File: src/rtl/rpe_pkg.sv
// Shared types and constants of the Rademacher perturbation engine.
package rpe_pkg;

  localparam int unsigned CNT_W = 25;
  localparam logic [CNT_W-1:0] MAX_ELEMENTS = 25'd16777216;
  localparam logic [CNT_W-1:0] ELEMENT_COUNT_RESET = 25'd1;

  localparam logic [63:0] SM_GAMMA = 64'h9E3779B97F4A7C15;
  localparam logic [63:0] SM_MUL1  = 64'hBF58476D1CE4E5B9;
  localparam logic [63:0] SM_MUL2  = 64'h94D049BB133111EB;
  localparam int unsigned SM_SHIFT1 = 30;
  localparam int unsigned SM_SHIFT2 = 27;
  localparam int unsigned SM_SHIFT3 = 31;
  localparam int unsigned XO_SHIFT  = 17;
  localparam int unsigned XO_ROT    = 45;

  localparam logic KIND_SEED = 1'b0;

  localparam logic REG_ELEMENT_COUNT = 1'b0;
  localparam logic REG_STEP_SCALE    = 1'b1;

  typedef struct packed {
    logic              kind;
    logic [63:0]       seed_word;
    logic signed [31:0] element_value;
  } in_t;

  typedef struct packed {
    logic signed [31:0] perturbed_value;
    logic               sign_plus;
    logic               saturated;
    logic               pass_end;
  } out_t;

  typedef enum logic {
    OP_SEED,
    OP_ELEM
  } op_t;

  typedef struct packed {
    op_t         op;
    logic [63:0] operand;
  } cmd_t;

  typedef struct packed {
    logic        start;
    logic [63:0] seed;
  } seed_req_t;

  typedef struct packed {
    logic             done;
    logic [3:0][63:0] words;
  } seed_rsp_t;

  typedef enum logic {
    CORE_RUN,
    CORE_SEED
  } core_state_t;

  typedef enum logic [2:0] {
    SD_IDLE,
    SD_MIX1,
    SD_MUL1,
    SD_MIX2,
    SD_MUL2,
    SD_FIN
  } sd_state_t;

endpackage

File: src/rtl/rademacher_perturbation_engine.sv
// Top level of the Rademacher perturbation engine with its register file.
// Element requests run at one per clock cycle sustained while out_ready is high and
// no seed is pending: a two-entry request queue feeds the core, which draws xoshiro256+
// sign bits and applies the signed step combinationally, and results leave through an
// output register that holds while out_ready is low. Seeds go to the splitmix64 seeding
// unit, which forms each 64-bit product from 32x32 partial products on one multiplier
// (four rounds of two products each); elements queued behind a seed wait until it
// completes and seed requests give no result. Registers: element_count at byte address 0
// and step_scale at byte address 4; write them only while no request is in flight.
module rademacher_perturbation_engine (
  input  logic          clk,
  input  logic          rst_n,
  input  logic          in_valid,
  output logic          in_ready,
  input  rpe_pkg::in_t  in_data,
  output logic          out_valid,
  input  logic          out_ready,
  output rpe_pkg::out_t out_data,
  input  logic          cfg_psel,
  input  logic          cfg_penable,
  input  logic          cfg_pwrite,
  input  logic [2:0]    cfg_paddr,
  input  logic [31:0]   cfg_pwdata,
  output logic [31:0]   cfg_prdata,
  output logic          cfg_pready
);
  import rpe_pkg::*;

  logic [CNT_W-1:0]   element_count_r;
  logic signed [31:0] step_scale_r;
  logic               cfg_wr;
  logic               q_valid;
  logic               q_ready;
  cmd_t               q_cmd;
  seed_req_t          seed_req;
  seed_rsp_t          seed_rsp;

  assign cfg_pready = 1'b1;
  assign cfg_wr     = cfg_psel && cfg_penable && cfg_pwrite && cfg_pready;

  always_ff @(posedge clk) begin
    if (!rst_n) begin
      element_count_r <= ELEMENT_COUNT_RESET;
      step_scale_r    <= '0;
    end else if (cfg_wr) begin
      case (cfg_paddr[2])
        REG_ELEMENT_COUNT: element_count_r <= cfg_pwdata[CNT_W-1:0];
        REG_STEP_SCALE:    step_scale_r    <= cfg_pwdata;
        default:           step_scale_r    <= step_scale_r;
      endcase
    end
  end

  always_comb begin
    case (cfg_paddr[2])
      REG_ELEMENT_COUNT: cfg_prdata = {{(32 - CNT_W){1'b0}}, element_count_r};
      REG_STEP_SCALE:    cfg_prdata = step_scale_r;
      default:           cfg_prdata = '0;
    endcase
  end

  rpe_front u_front (
    .clk      (clk),
    .rst_n    (rst_n),
    .in_valid (in_valid),
    .in_ready (in_ready),
    .in_data  (in_data),
    .q_valid  (q_valid),
    .q_ready  (q_ready),
    .q_cmd    (q_cmd)
  );

  rpe_seed u_seed (
    .clk   (clk),
    .rst_n (rst_n),
    .req   (seed_req),
    .rsp   (seed_rsp)
  );

  rpe_core u_core (
    .clk           (clk),
    .rst_n         (rst_n),
    .element_count (element_count_r),
    .step_scale    (step_scale_r),
    .q_valid       (q_valid),
    .q_ready       (q_ready),
    .q_cmd         (q_cmd),
    .seed_req      (seed_req),
    .seed_rsp      (seed_rsp),
    .out_valid     (out_valid),
    .out_ready     (out_ready),
    .out_data      (out_data)
  );

endmodule

File: src/rtl/rpe_front.sv
// Front end: accepts requests, classifies them and queues them for the core.
module rpe_front (
  input  logic          clk,
  input  logic          rst_n,
  input  logic          in_valid,
  output logic          in_ready,
  input  rpe_pkg::in_t  in_data,
  output logic          q_valid,
  input  logic          q_ready,
  output rpe_pkg::cmd_t q_cmd
);
  import rpe_pkg::*;

  cmd_t       entry_r [2];
  cmd_t       cmd_nxt;
  logic       wr_ptr_r;
  logic       rd_ptr_r;
  logic [1:0] cnt_r;
  logic       push;
  logic       pop;

  always_comb begin
    if (in_data.kind == KIND_SEED) begin
      cmd_nxt.op      = OP_SEED;
      cmd_nxt.operand = in_data.seed_word;
    end else begin
      cmd_nxt.op      = OP_ELEM;
      cmd_nxt.operand = {32'd0, in_data.element_value};
    end
  end

  assign in_ready = (cnt_r != 2'd2);
  assign q_valid  = (cnt_r != 2'd0);
  assign q_cmd    = entry_r[rd_ptr_r];
  assign push     = in_valid && in_ready;
  assign pop      = q_valid && q_ready;

  always_ff @(posedge clk) begin
    if (push) begin
      entry_r[wr_ptr_r] <= cmd_nxt;
    end
  end

  always_ff @(posedge clk) begin
    if (!rst_n) begin
      wr_ptr_r <= 1'b0;
      rd_ptr_r <= 1'b0;
      cnt_r    <= 2'd0;
    end else begin
      if (push) begin
        wr_ptr_r <= ~wr_ptr_r;
      end
      if (pop) begin
        rd_ptr_r <= ~rd_ptr_r;
      end
      case ({push, pop})
        2'b10:   cnt_r <= cnt_r + 2'd1;
        2'b01:   cnt_r <= cnt_r - 2'd1;
        default: cnt_r <= cnt_r;
      endcase
    end
  end

endmodule

File: src/rtl/rpe_seed.sv
// Splitmix64 seeding unit built around one shared 32x32 multiplier.
module rpe_seed (
  input  logic               clk,
  input  logic               rst_n,
  input  rpe_pkg::seed_req_t req,
  output rpe_pkg::seed_rsp_t rsp
);
  import rpe_pkg::*;

  sd_state_t        state_r;
  sd_state_t        state_nxt;
  logic [63:0]      s_r;
  logic [63:0]      x_r;
  logic [63:0]      acc_r;
  logic [63:0]      prod_r;
  logic [1:0]       phase_r;
  logic [1:0]       round_r;
  logic             done_r;
  logic [3:0][63:0] words_r;
  logic [63:0]      mul_k;
  logic [31:0]      mul_a;
  logic [31:0]      mul_b;
  logic [63:0]      prod_nxt;
  logic [63:0]      z_add;

  assign mul_k    = (state_r == SD_MUL2) ? SM_MUL2 : SM_MUL1;
  assign z_add    = s_r + SM_GAMMA;
  assign prod_nxt = mul_a * mul_b;

  always_comb begin
    case (phase_r)
      2'd1: begin
        mul_a = x_r[63:32];
        mul_b = mul_k[31:0];
      end
      2'd2: begin
        mul_a = x_r[31:0];
        mul_b = mul_k[63:32];
      end
      default: begin
        mul_a = x_r[31:0];
        mul_b = mul_k[31:0];
      end
    endcase
  end

  always_comb begin
    state_nxt = state_r;
    case (state_r)
      SD_IDLE: begin
        if (req.start) begin
          state_nxt = SD_MIX1;
        end
      end
      SD_MIX1: state_nxt = SD_MUL1;
      SD_MUL1: begin
        if (phase_r == 2'd3) begin
          state_nxt = SD_MIX2;
        end
      end
      SD_MIX2: state_nxt = SD_MUL2;
      SD_MUL2: begin
        if (phase_r == 2'd3) begin
          state_nxt = SD_FIN;
        end
      end
      SD_FIN: state_nxt = (round_r == 2'd3) ? SD_IDLE : SD_MIX1;
      default: state_nxt = SD_IDLE;
    endcase
  end

  always_ff @(posedge clk) begin
    if (!rst_n) begin
      state_r <= SD_IDLE;
      done_r  <= 1'b0;
      phase_r <= 2'd0;
      round_r <= 2'd0;
    end else begin
      state_r <= state_nxt;
      done_r  <= (state_r == SD_FIN) && (round_r == 2'd3);
      if (state_r == SD_MUL1 || state_r == SD_MUL2) begin
        phase_r <= phase_r + 2'd1;
      end else begin
        phase_r <= 2'd0;
      end
      if (state_r == SD_IDLE) begin
        round_r <= 2'd0;
      end else if (state_r == SD_FIN) begin
        round_r <= round_r + 2'd1;
      end
    end
  end

  always_ff @(posedge clk) begin
    case (state_r)
      SD_IDLE: begin
        if (req.start) begin
          s_r <= req.seed;
        end
      end
      SD_MIX1: begin
        s_r <= z_add;
        x_r <= z_add ^ (z_add >> SM_SHIFT1);
      end
      SD_MIX2: x_r <= acc_r ^ (acc_r >> SM_SHIFT2);
      SD_MUL1, SD_MUL2: begin
        prod_r <= prod_nxt;
        case (phase_r)
          2'd1:    acc_r <= prod_r;
          2'd2:    acc_r <= acc_r + {prod_r[31:0], 32'd0};
          2'd3:    acc_r <= acc_r + {prod_r[31:0], 32'd0};
          default: acc_r <= acc_r;
        endcase
      end
      SD_FIN: words_r[round_r] <= acc_r ^ (acc_r >> SM_SHIFT3);
      default: s_r <= s_r;
    endcase
  end

  assign rsp.done  = done_r;
  assign rsp.words = words_r;

endmodule

File: src/rtl/rpe_core.sv
// Back end: runs the xoshiro256+ generator and applies signed steps to elements.
module rpe_core (
  input  logic                        clk,
  input  logic                        rst_n,
  input  logic [rpe_pkg::CNT_W-1:0]   element_count,
  input  logic signed [31:0]          step_scale,
  input  logic                        q_valid,
  output logic                        q_ready,
  input  rpe_pkg::cmd_t               q_cmd,
  output rpe_pkg::seed_req_t          seed_req,
  input  rpe_pkg::seed_rsp_t          seed_rsp,
  output logic                        out_valid,
  input  logic                        out_ready,
  output rpe_pkg::out_t               out_data
);
  import rpe_pkg::*;

  core_state_t      state_r;
  core_state_t      state_nxt;
  logic [3:0][63:0] w_r;
  logic [3:0]       group_r;
  logic [CNT_W-1:0] index_r;
  logic             out_valid_r;
  out_t             out_data_r;

  logic             pop;
  logic             pop_elem;
  logic [CNT_W-1:0] n_eff;
  logic [CNT_W-1:0] grouped;
  logic [CNT_W-1:0] idx;
  logic [CNT_W-1:0] idx_inc;
  logic             in_group;
  logic             grp_start;
  logic             do_draw;
  logic [3:0]       d4;
  logic             plus;
  logic             last;
  logic [32:0]      scale_ext;
  logic [32:0]      sum;
  logic [63:0]      sh;
  logic [63:0]      t2;
  logic [63:0]      t3;
  logic [3:0][63:0] w_step;
  out_t             res;

  always_comb begin
    if (element_count == '0) begin
      n_eff = ELEMENT_COUNT_RESET;
    end else if (element_count > MAX_ELEMENTS) begin
      n_eff = MAX_ELEMENTS;
    end else begin
      n_eff = element_count;
    end
  end

  assign grouped   = {n_eff[CNT_W-1:2], 2'b00};
  assign idx       = (index_r >= n_eff) ? '0 : index_r;
  assign idx_inc   = idx + CNT_W'(1);
  assign last      = (idx_inc == n_eff);
  assign in_group  = (idx < grouped);
  assign grp_start = in_group && (idx[1:0] == 2'b00);
  assign do_draw   = !in_group || grp_start;
  assign d4        = w_r[0][3:0] + w_r[3][3:0];
  assign plus      = (in_group && !grp_start) ? group_r[idx[1:0]] : d4[0];

  assign sh        = w_r[1] << XO_SHIFT;
  assign t2        = w_r[2] ^ w_r[0];
  assign t3        = w_r[3] ^ w_r[1];
  assign w_step[0] = w_r[0] ^ t3;
  assign w_step[1] = w_r[1] ^ t2;
  assign w_step[2] = t2 ^ sh;
  assign w_step[3] = (t3 << XO_ROT) | (t3 >> (64 - XO_ROT));

  assign scale_ext = plus ? {step_scale[31], step_scale}
                          : 33'd0 - {step_scale[31], step_scale};
  assign sum       = {q_cmd.operand[31], q_cmd.operand[31:0]} + scale_ext;

  always_comb begin
    res.sign_plus = plus;
    res.pass_end  = last;
    if (sum[32] != sum[31]) begin
      res.saturated       = 1'b1;
      res.perturbed_value = sum[32] ? 32'sh8000_0000 : 32'sh7FFF_FFFF;
    end else begin
      res.saturated       = 1'b0;
      res.perturbed_value = sum[31:0];
    end
  end

  always_comb begin
    q_ready   = 1'b0;
    state_nxt = state_r;
    case (state_r)
      CORE_RUN: begin
        q_ready = (q_cmd.op == OP_SEED) || !out_valid_r || out_ready;
        if (q_valid && q_cmd.op == OP_SEED) begin
          state_nxt = CORE_SEED;
        end
      end
      CORE_SEED: begin
        if (seed_rsp.done) begin
          state_nxt = CORE_RUN;
        end
      end
      default: state_nxt = CORE_RUN;
    endcase
  end

  assign pop            = q_valid && q_ready;
  assign pop_elem       = pop && (q_cmd.op == OP_ELEM);
  assign seed_req.start = pop && (q_cmd.op == OP_SEED);
  assign seed_req.seed  = q_cmd.operand;

  always_ff @(posedge clk) begin
    if (!rst_n) begin
      state_r     <= CORE_RUN;
      w_r         <= '0;
      group_r     <= '0;
      index_r     <= '0;
      out_valid_r <= 1'b0;
    end else begin
      state_r <= state_nxt;
      if (state_r == CORE_SEED && seed_rsp.done) begin
        w_r     <= seed_rsp.words;
        group_r <= '0;
        index_r <= '0;
      end else if (pop_elem) begin
        if (do_draw) begin
          w_r <= w_step;
        end
        if (grp_start) begin
          group_r <= d4;
        end
        index_r <= last ? '0 : idx_inc;
      end
      if (pop_elem) begin
        out_valid_r <= 1'b1;
      end else if (out_ready) begin
        out_valid_r <= 1'b0;
      end
    end
  end

  always_ff @(posedge clk) begin
    if (pop_elem) begin
      out_data_r <= res;
    end
  end

  assign out_valid = out_valid_r;
  assign out_data  = out_data_r;

  a_no_pop_while_seeding: assert property (
    @(posedge clk) disable iff (!rst_n) (state_r == CORE_SEED) |-> !q_ready
  ) else $error("core popped a request while seeding");

  a_seed_done_expected: assert property (
    @(posedge clk) disable iff (!rst_n) seed_rsp.done |-> (state_r == CORE_SEED)
  ) else $error("seed unit finished without a pending seed");

  a_no_result_overwrite: assert property (
    @(posedge clk) disable iff (!rst_n) (out_valid_r && !out_ready) |-> !pop_elem
  ) else $error("element popped over an untaken result");

  a_index_in_range: assert property (
    @(posedge clk) disable iff (!rst_n) pop_elem |=> (index_r <= MAX_ELEMENTS)
  ) else $error("element index out of range");

endmodule

File: config.mk
export PLATFORM = sky130hd
export DESIGN_NAME = rademacher_perturbation_engine
export DESIGN_NICKNAME = d
export VERILOG_FILES = /design/src/rtl/rpe_pkg.sv /design/src/rtl/rademacher_perturbation_engine.sv /design/src/rtl/rpe_front.sv /design/src/rtl/rpe_seed.sv /design/src/rtl/rpe_core.sv
export SDC_FILE = /design/constraint.sdc
export NUM_CORES = 2
export LEC_CHECK = 0
export BUFFER_PORTS_ARGS = -buffer_cell sky130_fd_sc_hd__buf_2
export CAP_MARGIN = 20
export CORE_MARGIN = 4
export CORE_UTILIZATION = 30
export CTS_CLUSTER_DIAMETER = 100
export DETAILED_ROUTE_END_ITERATION = 12
export SETUP_SLACK_MARGIN = 0.4
export SLEW_MARGIN = 15
export SYNTH_ARGS = -nofsm -noshare
export SYNTH_HDL_FRONTEND = slang
export SYNTH_SLANG_ARGS = --single-unit
File: constraint.sdc
create_clock -name clk -period 18.79 [get_ports clk]
set_clock_uncertainty 0.05 [all_clocks]
set_input_delay 3.758 -clock clk [delete_from_list [all_inputs] [get_ports clk]]
set_output_delay 3.758 -clock clk [all_outputs]
set_load 0.01 [all_outputs]
==> results.toml <==
[status]
status = "complete, no violations"

[grt]
grt_pass1_wl_microns = 375000
track_usage = 0.182
antenna_found_initial = 30
grt-ovfl-total = 0
grt_start_max_net_pins = 192
grt_pass1_vias = 57500

[clock_network]
cts.sinks = 1034
post_cts_buffers = 0
clkSlewWorstSetupHoldPaths_ns = 0.07
cts_buffers = 103
clock_latency_ns = 0.74
cts-htree-levels = 3
clock_tree.buffer_depth = 3
hold_buffers = 0
cts-resized-gates = 0
cts_root_buf = "clkbuf_16"
cts_tree = "built"

[synth]
synth_area_leaders = "edfxtp_1, fa_1, dfxtp_1"
ys.flop_type = "edfxtp_1"
ys_types = 99
async_reset_ff_frac = 0
yosysTopAreaCell = "edfxtp_1"
synthesis.area_sq_um = 78800
avgSynthCellArea_sq_um = 10.7
yosys_register_bits = 1034
seq_area_frac_synth = 0.349
yosysWarnings = 0
synthesis.nets = 8827
netlist_instances = 7398
synth_top_area_frac = 0.258
synth_edf_count = 677

[timing]
hold_viol = 0
worst_pin_slew_ns = 1.15
slew_headroom = 0.233
fmax_mhz = 82.1
min_period_ns = 12.18
period_share = 0.648
rsz0062_at_grt = "false"
slew_viol_final = 0
setup_tns_ns = 0
finalSetupViolations = 0

[final_layout]
nets = 8922
finalNonFillerCells = 11100
drive_gt1_frac = 0.0855
areaGrowthSynthToFinish_pct = 10.8
multi_input_area_sq_um = 46900
final_cell_mix = "inv_1, fa_1, edfxtp_1"
n_fill_cell = 26100
seqCellArea_sq_um = 27500
layout_commonest_cell = "inv_1"

[critical_path]
slowest_delay_ns = 0.88
worstSetupPathType = "reg2reg"
path_max_fanout = 32
cp-end-kind = "flop"
critPathLaunchType = "flop"
required_ns = 19.30
critPathArrivalTime_ns = 12.69
crit_slowest_cell = "o211a_1"

[route]
dr.first_iter.drc_count = 5144
routed_wl_microns = 253000
route.detailed.drc = 0
vias = 56100
viasPerCell = 5.06
routedWlPerCell_microns = 22.8
ant_nets = 0
first_pass_iters = 6

[floorplan]
die_h_microns = 521
start_util = 0.303
io-pin-count = 209
die_area_sq_um = 271000
coreArea_sq_um = 260000
die_w_microns = 521
fp-row-count = 187

[flow_run]
cap_violations = 0

[hold_path]
hold_path_class = "reg2reg"

[placed_design]
dp_hpwl_microns = 194000
dpl.cell_count = 10900
io_buffers = 205
gp_congestion = 0.964
## cell usage after synthesis, types with 71 or more instances
master	number
a21boi_0	71
a21oi_1	294
a221oi_1	196
and2_1	143
clkbuf_1	252
dfxtp_1	357
edfxtp_1	677
fa_1	836
ha_1	454
inv_1	911
mux2_2	119
mux2i_1	103
nand2_1	556
nor2_1	516
nor2b_1	375
o21ai_0	239
xnor2_1	299
xor2_1	218
## cell type report
type	count	area share
multi-input combinational	5151	0.537
sequential	1034	0.315
tap	3496	0.0501
inverter	916	0.0394
clock buffer	124	0.0316
timing repair buffer	287	0.0192
clock inverter	69	0.00801
antenna	15	0.000430
## worst max-delay path: cells and delay by family, from the launching register on
kind	cells	cell delay, ns
flops	1	0.34
fa+ha+maj	3	0.94
xor+xnor	2	1.24
compound gates	15	4.73
mux	1	0.26
simple gates	9	3.55
buf+inv	3	0.83
## sequential cells by signal, summed over array words and instances (netlist names), 3 cells and up, named ones only
register	flops
step_scale_r	32
u_seed.acc_r	64
element_count_r	25
u_seed.prod_r	64
u_core.w_r	209
u_core.out_data	35
u_core.group_r	4
u_core.index_r	25
u_seed.state_r	3
u_front.entry_r	130
u_seed.x_r	64
u_seed.rsp	256
u_seed.s_r	64
u_core.sh	47
## stage by stage
stage	util	setup slack [ns]	hold WS [ns]	area, sq um
finish	0.335	6.61	0.413	87300
global route	0.335	5.73	0.448	87300
CTS	0.335	6.80	0.408	87300
detailed placement	0.322	6.94	0.403	83900
global placement	0.322	7.08	0.400	83800
floorplan	-	9.38	0.386	78800
## per-layer routing
layer / GRT usage / vias up / share of wire
li1: - / 25000 / -
met1: 0.251 / 28600 / 0.43
met2: 0.293 / 2020 / 0.46
met3: 0.0272 / 440 / 0.068
met4: 0.0609 / 0 / 0.038
met5: 0 / - / 0
## path summary, 6_finish.rpt
kind | from | endpoint | slack, ns | cells after the start
max | element_count_r[3]$_SDFFE_PN0P_ | u_core.out_data[20]$_DFFE_PP_ | 6.61 | 33
min | u_core.group_r[1]$_SDFFE_PP0P_ | u_core.group_r[1]$_SDFFE_PP0P_ | 0.41 | 2
max reg2reg | element_count_r[3]$_SDFFE_PN0P_ | u_core.out_data[20]$_DFFE_PP_ | 6.61 | 33
min reg2reg | u_core.group_r[1]$_SDFFE_PP0P_ | u_core.group_r[1]$_SDFFE_PP0P_ | 0.41 | 2
## logic make-up (layout without fill, tap and decap cells)
logic type	Yosys count	after routing	share of synthesized area
other	1	16	0.0000476
DFF	1034	1034	0.349
muxes	222	222	0.0301
xor gates and xnor gates	519	519	0.0580
adders and majority gates	1301	1301	0.286
AOI/OAI and AO/OA	1104	1104	0.0929
and+or+nand+nor	2004	2004	0.126
buffers and inverters	1213	1396	0.0582
Power is left out: the tool's default activity adds up to more than one toggle a clock period on the data nets, which glitch-free logic cannot reach.
